**src/hdl/legik_pkg.sv**
```systemverilog
// shared types and constants for the leg inverse kinematics servo block
// item structs, arithmetic widths, cordic angle table and register indexes
// no dependencies
`default_nettype none

package legik_pkg;

	typedef struct packed {
		logic [1:0]         leg;
		logic signed [15:0] foot_x;
		logic signed [15:0] foot_z;
	} ik_in_t;

	typedef struct packed {
		logic [1:0]  leg_out;
		logic [11:0] hip_pulse;
		logic [11:0] knee_pulse;
		logic [7:0]  hip_degrees;
		logic [7:0]  knee_degrees;
		logic        reachable;
	} ik_out_t;

	// register file
	localparam int CFG_IW = 3;
	localparam int CFG_DW = 64;
	localparam logic [CFG_IW-1:0] CFG_FEMUR = 3'd0;
	localparam logic [CFG_IW-1:0] CFG_CALF  = 3'd1;
	localparam logic [CFG_IW-1:0] CFG_SMIN  = 3'd2;
	localparam logic [CFG_IW-1:0] CFG_SMAX  = 3'd3;
	localparam logic [CFG_IW-1:0] CFG_TRIM  = 3'd4;

	localparam logic [15:0] FEMUR_RST = 16'd1792;
	localparam logic [15:0] CALF_RST  = 16'd1792;
	localparam logic [11:0] SMIN_RST  = 12'd150;
	localparam logic [11:0] SMAX_RST  = 12'd600;

	// integer square root
	localparam int SQ_W     = 62;
	localparam int SQ_STEPS = 31;
	localparam int SQ_RW    = 31;
	localparam logic [SQ_W-1:0] ARG_ONE = SQ_W'(1) << 60;

	// q2.30 divider
	localparam int DIV_NW    = 43;
	localparam int DIV_DW    = 42;
	localparam int DIV_STEPS = 30;
	localparam int Q_W       = 32;
	localparam logic signed [Q_W-1:0] ONE_Q30 = 32'sd1073741824;

	// cordic, angles in 2^-16 degree
	localparam int COR_W     = 34;
	localparam int ANG_W     = 26;
	localparam int COR_STEPS = 17;
	localparam logic signed [ANG_W-1:0] DEG_180 = 26'sd11796480;
	localparam logic signed [ANG_W-1:0] ATAN_TAB [COR_STEPS] = '{
		26'sd2949120, 26'sd1740967, 26'sd919879, 26'sd466945, 26'sd234379,
		26'sd117304, 26'sd58666, 26'sd29335, 26'sd14668, 26'sd7334,
		26'sd3667, 26'sd1833, 26'sd917, 26'sd458, 26'sd229, 26'sd115, 26'sd57
	};

	// truncating divide by 180 as multiply and shift
	localparam logic [20:0] RECIP_180 = 21'd1491309;
	localparam int RECIP_SH = 28;

endpackage

`default_nettype wire

```
**src/hdl/legik_cordic.sv**
```systemverilog
// pipelined vectoring cordic giving atan2(y, x) in 2^-16 degree
// one micro-rotation per stage; depends on legik_pkg
`default_nettype none

module legik_cordic import legik_pkg::*; (
	input  wire logic                    clk,
	input  wire logic                    arst_n,
	input  wire logic                    in_valid,
	input  wire logic signed [COR_W-1:0] y,
	input  wire logic signed [COR_W-1:0] x,
	output logic                         out_valid,
	output logic signed [ANG_W-1:0]      angle
);

	localparam int N = COR_STEPS + 1;

	logic                    vld_s  [N];
	logic                    fix_s  [N];
	logic signed [ANG_W-1:0] base_s [N];
	logic signed [ANG_W-1:0] ang_s  [N];
	logic signed [COR_W-1:0] x_s    [N];
	logic signed [COR_W-1:0] y_s    [N];

	always_ff @(posedge clk or negedge arst_n) begin
		if (!arst_n) begin
			vld_s[0] <= 1'b0;
		end else begin
			vld_s[0] <= in_valid;
		end
	end

	// left half plane folded over, vector on the x axis resolved directly
	always_ff @(posedge clk) begin
		fix_s[0] <= (y == '0);
		ang_s[0] <= '0;
		if (y == '0) begin
			base_s[0] <= (x < 0) ? DEG_180 : '0;
			x_s[0]    <= x;
			y_s[0]    <= y;
		end else if (x < 0) begin
			base_s[0] <= (y >= 0) ? DEG_180 : -DEG_180;
			x_s[0]    <= -x;
			y_s[0]    <= -y;
		end else begin
			base_s[0] <= '0;
			x_s[0]    <= x;
			y_s[0]    <= y;
		end
	end

	for (genvar i = 0; i < COR_STEPS; i++) begin : g_st
		logic signed [COR_W-1:0] xn, yn;
		logic signed [ANG_W-1:0] an;

		always_comb begin
			if (y_s[i] > 0) begin
				xn = x_s[i] + (y_s[i] >>> i);
				yn = y_s[i] - (x_s[i] >>> i);
				an = ang_s[i] + ATAN_TAB[i];
			end else begin
				xn = x_s[i] - (y_s[i] >>> i);
				yn = y_s[i] + (x_s[i] >>> i);
				an = ang_s[i] - ATAN_TAB[i];
			end
		end

		always_ff @(posedge clk or negedge arst_n) begin
			if (!arst_n) begin
				vld_s[i+1] <= 1'b0;
			end else begin
				vld_s[i+1] <= vld_s[i];
			end
		end

		always_ff @(posedge clk) begin
			fix_s[i+1]  <= fix_s[i];
			base_s[i+1] <= base_s[i];
			ang_s[i+1]  <= an;
			x_s[i+1]    <= xn;
			y_s[i+1]    <= yn;
		end
	end

	always_ff @(posedge clk or negedge arst_n) begin
		if (!arst_n) begin
			out_valid <= 1'b0;
		end else begin
			out_valid <= vld_s[N-1];
		end
	end

	always_ff @(posedge clk) begin
		angle <= fix_s[N-1] ? base_s[N-1] : base_s[N-1] + ang_s[N-1];
	end

endmodule

`default_nettype wire

```
**config.mk**
```make
export PLATFORM = sky130hd
export DESIGN_NAME = legik_cordic
export DESIGN_NICKNAME = d
export VERILOG_FILES = /design/src/hdl/legik_pkg.sv /design/src/hdl/legik_cordic.sv
export SDC_FILE = /design/constraint.sdc
export NUM_CORES = 2
export LEC_CHECK = 0
export BUFFER_PORTS_ARGS = -buffer_cell sky130_fd_sc_hd__buf_2
export CAP_MARGIN = 0
export CORE_AREA = 2 2 373 653
export CTS_BUF_LIST = sky130_fd_sc_hd__clkbuf_16
export DETAILED_ROUTE_END_ITERATION = 6
export DIE_AREA = 0 0 375 655
export GPL_TIMING_DRIVEN = 0
export MAX_ROUTING_LAYER = met4
export PLACE_DENSITY = 0.66
export REMOVE_ABC_BUFFERS = 1
export SLEW_MARGIN = 5
export SYNTH_ARGS = -nofsm -noshare
export SYNTH_HDL_FRONTEND = slang
export SYNTH_SLANG_ARGS = --single-unit
export TNS_END_PERCENT = 1
```
**constraint.sdc**
```tcl
create_clock -name clk -period 6.47 [get_ports clk]
set_input_delay 0 -clock clk [delete_from_list [all_inputs] [get_ports clk]]
set_output_delay 0 -clock clk [all_outputs]
set_load 0.1 [all_outputs]
```
==> out/qor.txt <==
Count of different cell masters after synthesis -> 97
Reg2reg start -> y_s[6][19]
Max Cap Viol -> 0
Warnings, synthesis -> 0
Worst setup margin -> -0.266 ns
Most frequent cells in the layout -> dfxtp_1 (1518), ha_1 (1446), xnor2_1 (1333)
Largest net degree at the start of global routing -> 78
DRT iter0 DRCs -> 3851
Area of the mapped netlist -> 117000 um^2
Reg2Reg Setup Slack -> -0.27 ns
Die area -> 246000 um^2
Setup TNS -> -0.771 ns
Count of flip-flops with a built-in enable after synthesis -> 71
FMAX -> 0.148 GHz
Slew headroom -> 3.46%
Clock sink total -> 1611
FFs w/ async S/R, synth -> 1.18%
Syn Area/Cell -> 8.49 um^2
Final hold vios -> 0
Setup-failing EPs final -> 7
Hold slack -> 0.0695 ns
Post-route DRC -> 0
Initial antenna violation count -> 27
Worst skew pair latency -> 0.89 ns
Routed Wire Length -> 383 mm
Hold Crit Class -> in2reg
Routed len/inst -> 21.9 um
Worst setup EP type -> register
ANT nets after route -> 0
Min Clock Period, post-route -> 6.74 ns
Total CTS buffers -> 172
Initial DRT Pass Iterations -> 7
Filler cells -> 22500
Period Utilization, post-route -> 104%
Die width -> 375 um
Core area -> 241000 um^2
FF-to-FF End -> x_s[7][31]
Die H -> 655 um
CTS root buffer -> clkbuf_16
Final Max Slew Viols -> 0
# H-tree levels -> 4
CP endpoint -> x_s[7][31]
Status -> complete, but fails checks
Placed cell count -> 16900
Reg2Reg Depth -> 24
Vias/cell -> 5.87
Failing checks -> negative setup slack
Cell Count, Final, Fillers Out -> 17500
Buffers on Ports -> 97
NumNets Final -> 15800
Clk buf depth -> 4
CP max FO -> 16
Vias -> 103000
Critical Path RT -> 7.21 ns
Critical Path Source -> y_s[6][19]
CP startpoint kind -> register
Skew final -> 0.0758 ns
Final core occ -> 54.6%
CTS tree -> yes
Clk pin slew, worst setup/hold paths -> 0.06 ns
CP arrival -> 7.47 ns
Gr usage total -> 31.3%
Gr ovfl total -> 0
Prevailing post-synth register cell -> dfxtp_1
RePlAce Congestion -> 1.08
First-pass GRT wire length -> 577 mm
Top Ports -> 98
Cell count after synthesis -> 13800
Starting Density -> 48.7%
Area growth syn-to-layout -> 12.0%
Post-DP HPWL -> 307 mm
Synthesis-stage register bit count -> 1611
Worst Max-Slew Pin Slew -> 1.44 ns
Vias in the first global route -> 104000
Crit path kind -> reg2reg
RSZ-0062 raised after global routing -> true
Post-synthesis sequential area ratio -> 28.2%
Floorplan row count -> 239
Commonest non-fill, non-tap cell in the layout -> dfxtp_1
Layout cells sized above 1 -> 5.72%
[cell type report]
cell class	instances	area, um^2	area share [%]
sequential	1611	33100	25.2
antenna	51	128	0.0972
tap	3133	3920	2.98
clock buffer	178	4450	3.39
inverter	658	2580	1.97
multi-input combinational	11400	83000	63.2
timing repair inverter	3	22.5	0.0171
clock inverter	119	1050	0.802
timing repair buffer	347	3080	2.35
[cell families (layout without fill, tap and decap cells)]
logic type | Yosys count | count (layout) | share of synthesized area, %
muxes | 34 | 34 | 0.300
DFF | 1611 | 1611 | 28.2
buffers and inverters | 875 | 1305 | 2.84
and+or+nand+nor | 3680 | 3684 | 15.5
xor gates and xnor gates | 1942 | 1942 | 14.5
other | 1 | 122 | 0.00320
AOI/OAI and AO/OA | 4171 | 4171 | 22.5
adders and majority gates | 1492 | 1492 | 16.2
[per-layer routing]
metal	vias up	routed length (um)	global-route usage (%)
li1	50400	-	-
met1	47800	106000	21.0
met2	2600	208000	60.7
met3	1924	13200	5.25
met4	0	55400	37.8
met5	-	0	-
[worst min path at each step]
stage / start / end / slack, ns / cells after the start
finish: y[29] / y_s[0][29] / 0.07 / 3
global route: y[29] / y_s[0][29] / 0.05 / 3
CTS: y[29] / y_s[0][29] / 0.006 / 3
detailed placement: arst_n / out_valid / -0.04 / 1
global placement: arst_n / out_valid / -0.06 / 1
floorplan: arst_n / out_valid / -0.30 / 0
[flip-flops by register name (all words and copies together), names as in the netlist]
register	cells
fix_s	18
vld_s	18
angle	26
ang_s	388
x_s	528
y_s	578
out_valid	1
base_s	54
[synthesized netlist by cell type (all sizes together), types with 55 or more instances]
library cell     n  area [um^2]
o31ai          196         1470
or2             68          425
nor3           329         1650
nand2b         231         1450
o21bai         178         1340
ha            1447        18100
o41ai           86          768
and2            80          500
nor2b          258         1620
nand3          236         1190
a21oi         1295         6480
xnor2         1349        11800
a21o           598         4490
dfxtp         1521        30400
nand4           98          613
edfxtp          71         2130
inv            651         2440
nor4           125          831
a31oi          101          632
clkbuf         184          691
a21boi          55          413
nand2          776         2920
or4             75          571
xor2           593         5190
nor2          1055         3960
a211oi         142         1070
or3            135          855
o21a           198         1490
and3           105          657
o21ai          911         4560
[what timing repair did]
| item | 4_1_cts | 5_1_grt |
|---|---|---|
| setup buffers | 43 | 0 |
| endpoints found under the setup margin | 572 | 182 |
| cloned | 8 | 0 |
| pin swaps | 47 | 23 |
| hold buffers | 185 | 0 |
| gates resized for setup | 232 | 133 |
| endpoints found under the hold margin | 92 | 0 |
[critical path, cell delays in order, from the launching register on]
cell and delay [ns]:
dfxtp_1 0.37, or4_1 0.59, or3_4 0.38, nor3_4 0.36, and2_4 0.27, nand3_4 0.18, nor2_4 0.28, nor2_4 0.14
buf_12 0.25, inv_4 0.14, buf_12 0.21, nor2_1 0.08, xnor2_1 0.13, ha_1 0.34, o21a_1 0.20, o31a_1 0.14
o41a_1 0.36, o21a_2 0.30, o41ai_4 0.34, o21ai_2 0.15, o41a_1 0.45, a211o_1 0.35, a21o_1 0.19, a21oi_1 0.16
xnor2_1 0.19
[per-stage QoR]
step	area (um^2)	worst slack, ns
5_1_grt	131000	-0.367
4_1_cts	131000	-0.267
2_1_floorplan	117000	-0.987
6_report	131000	-0.266
3_3_place_gp	121000	-6.20
3_5_place_dp	122000	-2.52
Power is not shown: default switching activity piles up to over one toggle a cycle in this logic, so the estimate is an artifact.
