--- src/hdl/legik_pkg.sv ---
// shared types and constants for the leg inverse kinematics servo block
// item structs, arithmetic widths, cordic angle table and register indexes
// no dependencies
`default_nettype none

package legik_pkg;

	typedef struct packed {
		logic [1:0]         leg;
		logic signed [15:0] foot_x;
		logic signed [15:0] foot_z;
	} ik_in_t;

	typedef struct packed {
		logic [1:0]  leg_out;
		logic [11:0] hip_pulse;
		logic [11:0] knee_pulse;
		logic [7:0]  hip_degrees;
		logic [7:0]  knee_degrees;
		logic        reachable;
	} ik_out_t;

	// register file
	localparam int CFG_IW = 3;
	localparam int CFG_DW = 64;
	localparam logic [CFG_IW-1:0] CFG_FEMUR = 3'd0;
	localparam logic [CFG_IW-1:0] CFG_CALF  = 3'd1;
	localparam logic [CFG_IW-1:0] CFG_SMIN  = 3'd2;
	localparam logic [CFG_IW-1:0] CFG_SMAX  = 3'd3;
	localparam logic [CFG_IW-1:0] CFG_TRIM  = 3'd4;

	localparam logic [15:0] FEMUR_RST = 16'd1792;
	localparam logic [15:0] CALF_RST  = 16'd1792;
	localparam logic [11:0] SMIN_RST  = 12'd150;
	localparam logic [11:0] SMAX_RST  = 12'd600;

	// integer square root
	localparam int SQ_W     = 62;
	localparam int SQ_STEPS = 31;
	localparam int SQ_RW    = 31;
	localparam logic [SQ_W-1:0] ARG_ONE = SQ_W'(1) << 60;

	// q2.30 divider
	localparam int DIV_NW    = 43;
	localparam int DIV_DW    = 42;
	localparam int DIV_STEPS = 30;
	localparam int Q_W       = 32;
	localparam logic signed [Q_W-1:0] ONE_Q30 = 32'sd1073741824;

	// cordic, angles in 2^-16 degree
	localparam int COR_W     = 34;
	localparam int ANG_W     = 26;
	localparam int COR_STEPS = 17;
	localparam logic signed [ANG_W-1:0] DEG_180 = 26'sd11796480;
	localparam logic signed [ANG_W-1:0] ATAN_TAB [COR_STEPS] = '{
		26'sd2949120, 26'sd1740967, 26'sd919879, 26'sd466945, 26'sd234379,
		26'sd117304, 26'sd58666, 26'sd29335, 26'sd14668, 26'sd7334,
		26'sd3667, 26'sd1833, 26'sd917, 26'sd458, 26'sd229, 26'sd115, 26'sd57
	};

	// truncating divide by 180 as multiply and shift
	localparam logic [20:0] RECIP_180 = 21'd1491309;
	localparam int RECIP_SH = 28;

endpackage

`default_nettype wire

--- src/hdl/legik_sqrt.sv ---
// pipelined integer square root, one result bit per stage
// depends on legik_pkg
`default_nettype none

module legik_sqrt import legik_pkg::*; (
	input  wire logic             clk,
	input  wire logic             arst_n,
	input  wire logic             in_valid,
	input  wire logic [SQ_W-1:0]  radicand,
	output logic                  out_valid,
	output logic [SQ_RW-1:0]      root
);

	logic            vld_s [SQ_STEPS];
	logic [SQ_W-1:0] rem_s [SQ_STEPS];
	logic [SQ_W-1:0] res_s [SQ_STEPS];

	for (genvar i = 0; i < SQ_STEPS; i++) begin : g_st
		localparam logic [SQ_W-1:0] BIT = SQ_W'(1) << (2 * (SQ_STEPS - 1 - i));
		logic            vin;
		logic [SQ_W-1:0] rem_in, res_in, trial, rem_nx, res_nx;

		always_comb begin
			if (i == 0) begin
				vin    = in_valid;
				rem_in = radicand;
				res_in = '0;
			end else begin
				vin    = vld_s[i-1];
				rem_in = rem_s[i-1];
				res_in = res_s[i-1];
			end
			trial = res_in + BIT;
			if (rem_in >= trial) begin
				rem_nx = rem_in - trial;
				res_nx = (res_in >> 1) + BIT;
			end else begin
				rem_nx = rem_in;
				res_nx = res_in >> 1;
			end
		end

		always_ff @(posedge clk or negedge arst_n) begin
			if (!arst_n) begin
				vld_s[i] <= 1'b0;
			end else begin
				vld_s[i] <= vin;
			end
		end

		always_ff @(posedge clk) begin
			rem_s[i] <= rem_nx;
			res_s[i] <= res_nx;
		end
	end

	assign out_valid = vld_s[SQ_STEPS-1];
	assign root      = res_s[SQ_STEPS-1][SQ_RW-1:0];

endmodule

`default_nettype wire

--- config.mk ---
export PLATFORM = sky130hd
export DESIGN_NAME = legik_sqrt
export DESIGN_NICKNAME = d
export VERILOG_FILES = /design/src/hdl/legik_pkg.sv /design/src/hdl/legik_sqrt.sv
export SDC_FILE = /design/constraint.sdc
export NUM_CORES = 2
export LEC_CHECK = 0
export ABC_CLOCK_PERIOD_IN_PS = 9200
export BUFFER_PORTS_ARGS = -buffer_cell sky130_fd_sc_hd__buf_2
export CAP_MARGIN = 20
export CORE_ASPECT_RATIO = 2
export CORE_MARGIN = 8
export CORE_UTILIZATION = 35
export CTS_CLUSTER_SIZE = 40
export DETAILED_ROUTE_END_ITERATION = 12
export GPL_TIMING_DRIVEN = 0
export HOLD_SLACK_MARGIN = 0.15
export PLACE_DENSITY = 0.58
export SYNTH_ARGS = -nofsm -noshare
export SYNTH_HDL_FRONTEND = slang
export SYNTH_SLANG_ARGS = --single-unit
--- constraint.sdc ---
create_clock -name clk -period 9.2 [get_ports clk]
set_input_delay 0.46 -clock clk [delete_from_list [all_inputs] [get_ports clk]]
set_output_delay 0.46 -clock clk [all_outputs]
set_load 0.01 [all_outputs]
==> out/results.tsv <==
stage	metric	value	unit
run_status	status	complete, no violations	
worst_setup_path	critical_path_peak_fanout	10	
finish	drive_gt1_share	6.940	%
global_route	overflow	0	
sta	timing.final.crit_period	6.425	ns
pwr	share_seq_of_total_power	44.8	%
sta	hold_viol	0	
yosys	synth_top_cell_by_area	sky130_fd_sc_hd__dfxtp_1	
floorplanning	die_footprint	0.2733	mm²
sta	slew-limit-headroom	10.99	%
yosys	netlist_top_cells_count	sky130_fd_sc_hd__dfxtp_1 (2356), sky130_fd_sc_hd__inv_1 (672), sky130_fd_sc_hd__nand2_1 (580), sky130_fd_sc_hd__nor2_1 (577), sky130_fd_sc_hd__a21oi_1 (546)	
yosys	dominant_combinational_cell_family_by_area_after_synthesis	simple AND/OR/NAND/NOR gates	
yosys	syn-instance-count	8954	
pwr	power.share.switching	33.06	%
clock_network	numCtsBuffers	215	
global_route	global_route_met2_utilization	46.64	%
finish	multi_input_logic_area	0.03855	mm²
finish	num-fill-cells	24752	
clock_network	clkSinkCount	2387	
global_route	wire_length_of_the_first_global_routing_pass	418100	µm
clock_network	cts_setup_buffers	0	
yosys	synthSimpleGateAreaFrac	15.04	%
routing	drt_first_pass_iters	5	
yosys	ys_seq_elements	2387	
finish	num-nets-final	9974	
floorplanning	core_area	0.2544	mm²
clock_network	cts_max_path_buffers	4	
pwr	power_internal	21.74	mW
place	buffer_ports.inserted	96	
worst_setup_path	worst_ep_required_time	9.88	ns
place	placed_cells_incl_taps	12394	
global_route	grt-busiest-layer	met2	
worst_setup_path	cp-start-kind	flop	
global_route	via_count_of_the_first_global_routing_pass	71244	
clock_network	post_cts_resized	0	
routing	via_count	65333	
sta	finalClockSkew	0.1623	ns
yosys	syn-mean-instance-area	10.00	µm²
yosys	yosys.area_share.adder	7.335	%
yosys	share_of_cell_area_taken_by_muxes_after_synthesis	0.8927	%
floorplanning	rows	262	
worst_setup_path	crit_start	res_s[1][634]	
worst_setup_path	worst_setup_path_end_kind	flop	
floorplanning	die_height	731.4	µm
routing	detail_route.wirelength	291100	µm
clock_network	clock_tree.root_cell	sky130_fd_sc_hd__clkbuf_16	
floorplanning	initial_core_util	35.21	%
yosys	post_synthesis_xor_xnor_area_fraction	8.019	%
worst_setup_path	timing.rr.start	res_s[1][634]	
yosys	yosys.cell_count.top_type	sky130_fd_sc_hd__dfxtp_1	
routing	ant_nets	0	
routing	detailedRoute.firstIterationViolations	2805	
sta	totalNegativeSetupSlack	0	ns
sta	fmax	0.1556	GHz
global_route	groute.usage.overall	20.55	%
global_route	grt_util_met1	10.69	%
clock_network	clk_latency	0.96	ns
sta	timing_worst_slew_pin_value	1.324	ns
pwr	power.ir.vdd_worst	0.0002212	V
floorplanning	ios	97	
global_route	use_met3	2.501	%
flow_run	drv.max_cap_violation_count	0	
routing	post_drt_wl_per_cell	22.64	µm
sta	rsz0062_at_grt	false	
clock_network	holdBufCountCts	68	
finish	layoutNonFillerInstCount	12860	
yosys	netlist_top_cells_area	sky130_fd_sc_hd__dfxtp_1 (53%), sky130_fd_sc_hd__ha_1 (7.3%), sky130_fd_sc_hd__xnor2_1 (4.4%)	
pwr	clockPowerShare	29.7	%
yosys	postSynth.topFlopCell	sky130_fd_sc_hd__dfxtp_1	
worst_setup_path	path_class	reg2reg	
clock_network	clk_transition_reported_paths	0.07	ns
pwr	p_comb_share	25.5	%
yosys	synth_edf_count	0	
routing	post-route-drc-count	0	
clock_network	tritoncts	built	
sta	final_min_period_over_clock_period	69.83	%
pwr	p_sw	10.74	mW
yosys	synth-compound-area-share	11.65	%
place	finalWeightedCongestion	1.054	
pwr	cellPowerDensity	315.3	mW/mm²
place	detailed_place_hpwl	241500	µm
yosys	syn-num-nets	9544	
global_route	antenna_found_initial	10	
routing	route.detailed.vias_per_inst	5.080	
min_path	hold_path_class	in2reg	
finish	area_growth_syn_to_layout	14.97	%
clock_network	cts_htree_levels	4	
yosys	yosys.cell_types.count	88	
pwr	leakagePower	46.37	nW
finish	area_occupied_by_registers	0.04794	mm²
global_route	grt_max_degree	32	
yosys	mappedNetlistArea	0.08956	mm²
worst_setup_path	worst-endpoint-arrival	7.11	ns
sta	finalSetupViolCount	0	
yosys	synthesis.yosys.warnings	0	
yosys	synth_async_sr_flop_share	1.299	%
min_path	min_from	radicand[28]	
yosys	synth.top_cell.area_share	52.66	%
yosys	synth_seq_area_share	53.53	%
floorplanning	chipWidth	373.7	µm
sta	final-max-slew-violation-count	0	
[power by group through the flow]
stage | registers [mW] | logic [mW] | clock network, mW
floorplan | 14.0 | 5.95 | 0
global placement | 14.7 | 8.11 | 0
detailed placement | 14.8 | 8.24 | 0
CTS | 14.5 | 8.30 | 9.88
global route | 14.8 | 9.11 | 10.3
finish | 14.5 | 8.29 | 9.64
[flip-flops by register name, indices dropped and copies added (netlist names)]
signal     flops
res_s        496
rem_s       1860
g_st.vin      30
out_valid      1
[routing by layer]
layer	vias up	share of wire (%)	wire length, µm
li1	31972	-	-
met1	30726	22	64720
met2	1541	61	178400
met3	1094	2.5	7297
met4	0	14	40750
met5	-	0	0
[layout make-up]
| type | instances | area share (%) |
|---|---|---|
| sequential | 2387 | 46.56 |
| multi-input combinational | 5728 | 37.44 |
| clock buffer | 282 | 5.902 |
| tap | 3300 | 4.010 |
| inverter | 676 | 2.464 |
| clock inverter | 105 | 1.524 |
| timing repair buffer | 213 | 1.478 |
| buffer | 163 | 0.6124 |
| antenna | 6 | 0.01458 |
[path summary, 6_finish.rpt]
path	endpoint	slack, ns	cells past startpoint
hold / removal	rem_s[0][28]	0.22	2
hold reg to reg	res_s[1][640]	0.26	0
setup reg to reg	rem_s[1][707]	2.78	15
setup / recovery	rem_s[1][707]	2.78	15
max in group asynchronous	out_valid	8.41	4
min in group asynchronous	g_st[13].vin	0.63	4
[placed cells by master, fill, tap and decap left out, drive strengths merged, types with 47 or more instances in the layout]
| cell type | count |
|---|---|
| a211oi | 47 |
| a21o | 209 |
| a21oi | 547 |
| buf | 169 |
| clkbuf | 422 |
| dfxtp | 2356 |
| dlygate4sd3 | 67 |
| ha | 525 |
| inv | 685 |
| mux2 | 63 |
| nand2 | 580 |
| nand2b | 107 |
| nand3 | 159 |
| nand4 | 146 |
| nor2 | 577 |
| nor2b | 70 |
| nor3 | 257 |
| nor4 | 298 |
| o21a | 104 |
| o21ai | 430 |
| or3 | 93 |
| or4 | 68 |
| xnor2 | 448 |
| xor2 | 372 |
[worst max-delay path, stage by stage, from the launching register on]
cell and delay [ns]:
sky130_fd_sc_hd__dfxtp_1 0.34, sky130_fd_sc_hd__inv_1 0.05, sky130_fd_sc_hd__ha_1 0.26, sky130_fd_sc_hd__clkbuf_1 0.28, sky130_fd_sc_hd__nand3_1 0.42, sky130_fd_sc_hd__nor2_1 0.20, sky130_fd_sc_hd__o2111ai_1 0.23, sky130_fd_sc_hd__a211oi_1 0.78
sky130_fd_sc_hd__o21ai_0 0.36, sky130_fd_sc_hd__and2_1 0.25, sky130_fd_sc_hd__clkbuf_1 0.24, sky130_fd_sc_hd__buf_16 0.24, sky130_fd_sc_hd__inv_1 0.52, sky130_fd_sc_hd__clkbuf_1 0.85, sky130_fd_sc_hd__clkbuf_1 0.84, sky130_fd_sc_hd__a21oi_1 0.22
[cells by family (layout without fill, tap and decap cells)]
kind of cell | count (synthesis) | count (layout)
AO/OA/AOI/OAI | 1686 | 1686
adder cells (fa/ha/maj) | 525 | 525
buffers and inverters | 839 | 1439
AND/OR/NAND/NOR | 2625 | 2625
flip-flops | 2387 | 2387
other | 0 | 6
multiplexers | 72 | 72
XOR/XNOR | 820 | 820
[per-stage QoR]
| stage | setup slack [ns] | power [mW] | instance area, µm² | hold WS, ns | util (%) |
|---|---|---|---|---|---|
| detailed placement | 2.761 | 22.99 | 94590 | 0.3327 | 37.18 |
| global route | 2.728 | 34.15 | 103000 | 0.1782 | 40.47 |
| finish | 2.775 | 32.47 | 103000 | 0.2185 | 40.48 |
| floorplan | 5.620 | 19.97 | 89560 | 0.1644 | - |
| global placement | 1.914 | 22.81 | 94170 | 0.3300 | 37.02 |
| CTS | 2.627 | 32.70 | 102900 | 0.1505 | 40.46 |
Note: power is estimated with default switching activity, not from simulation.
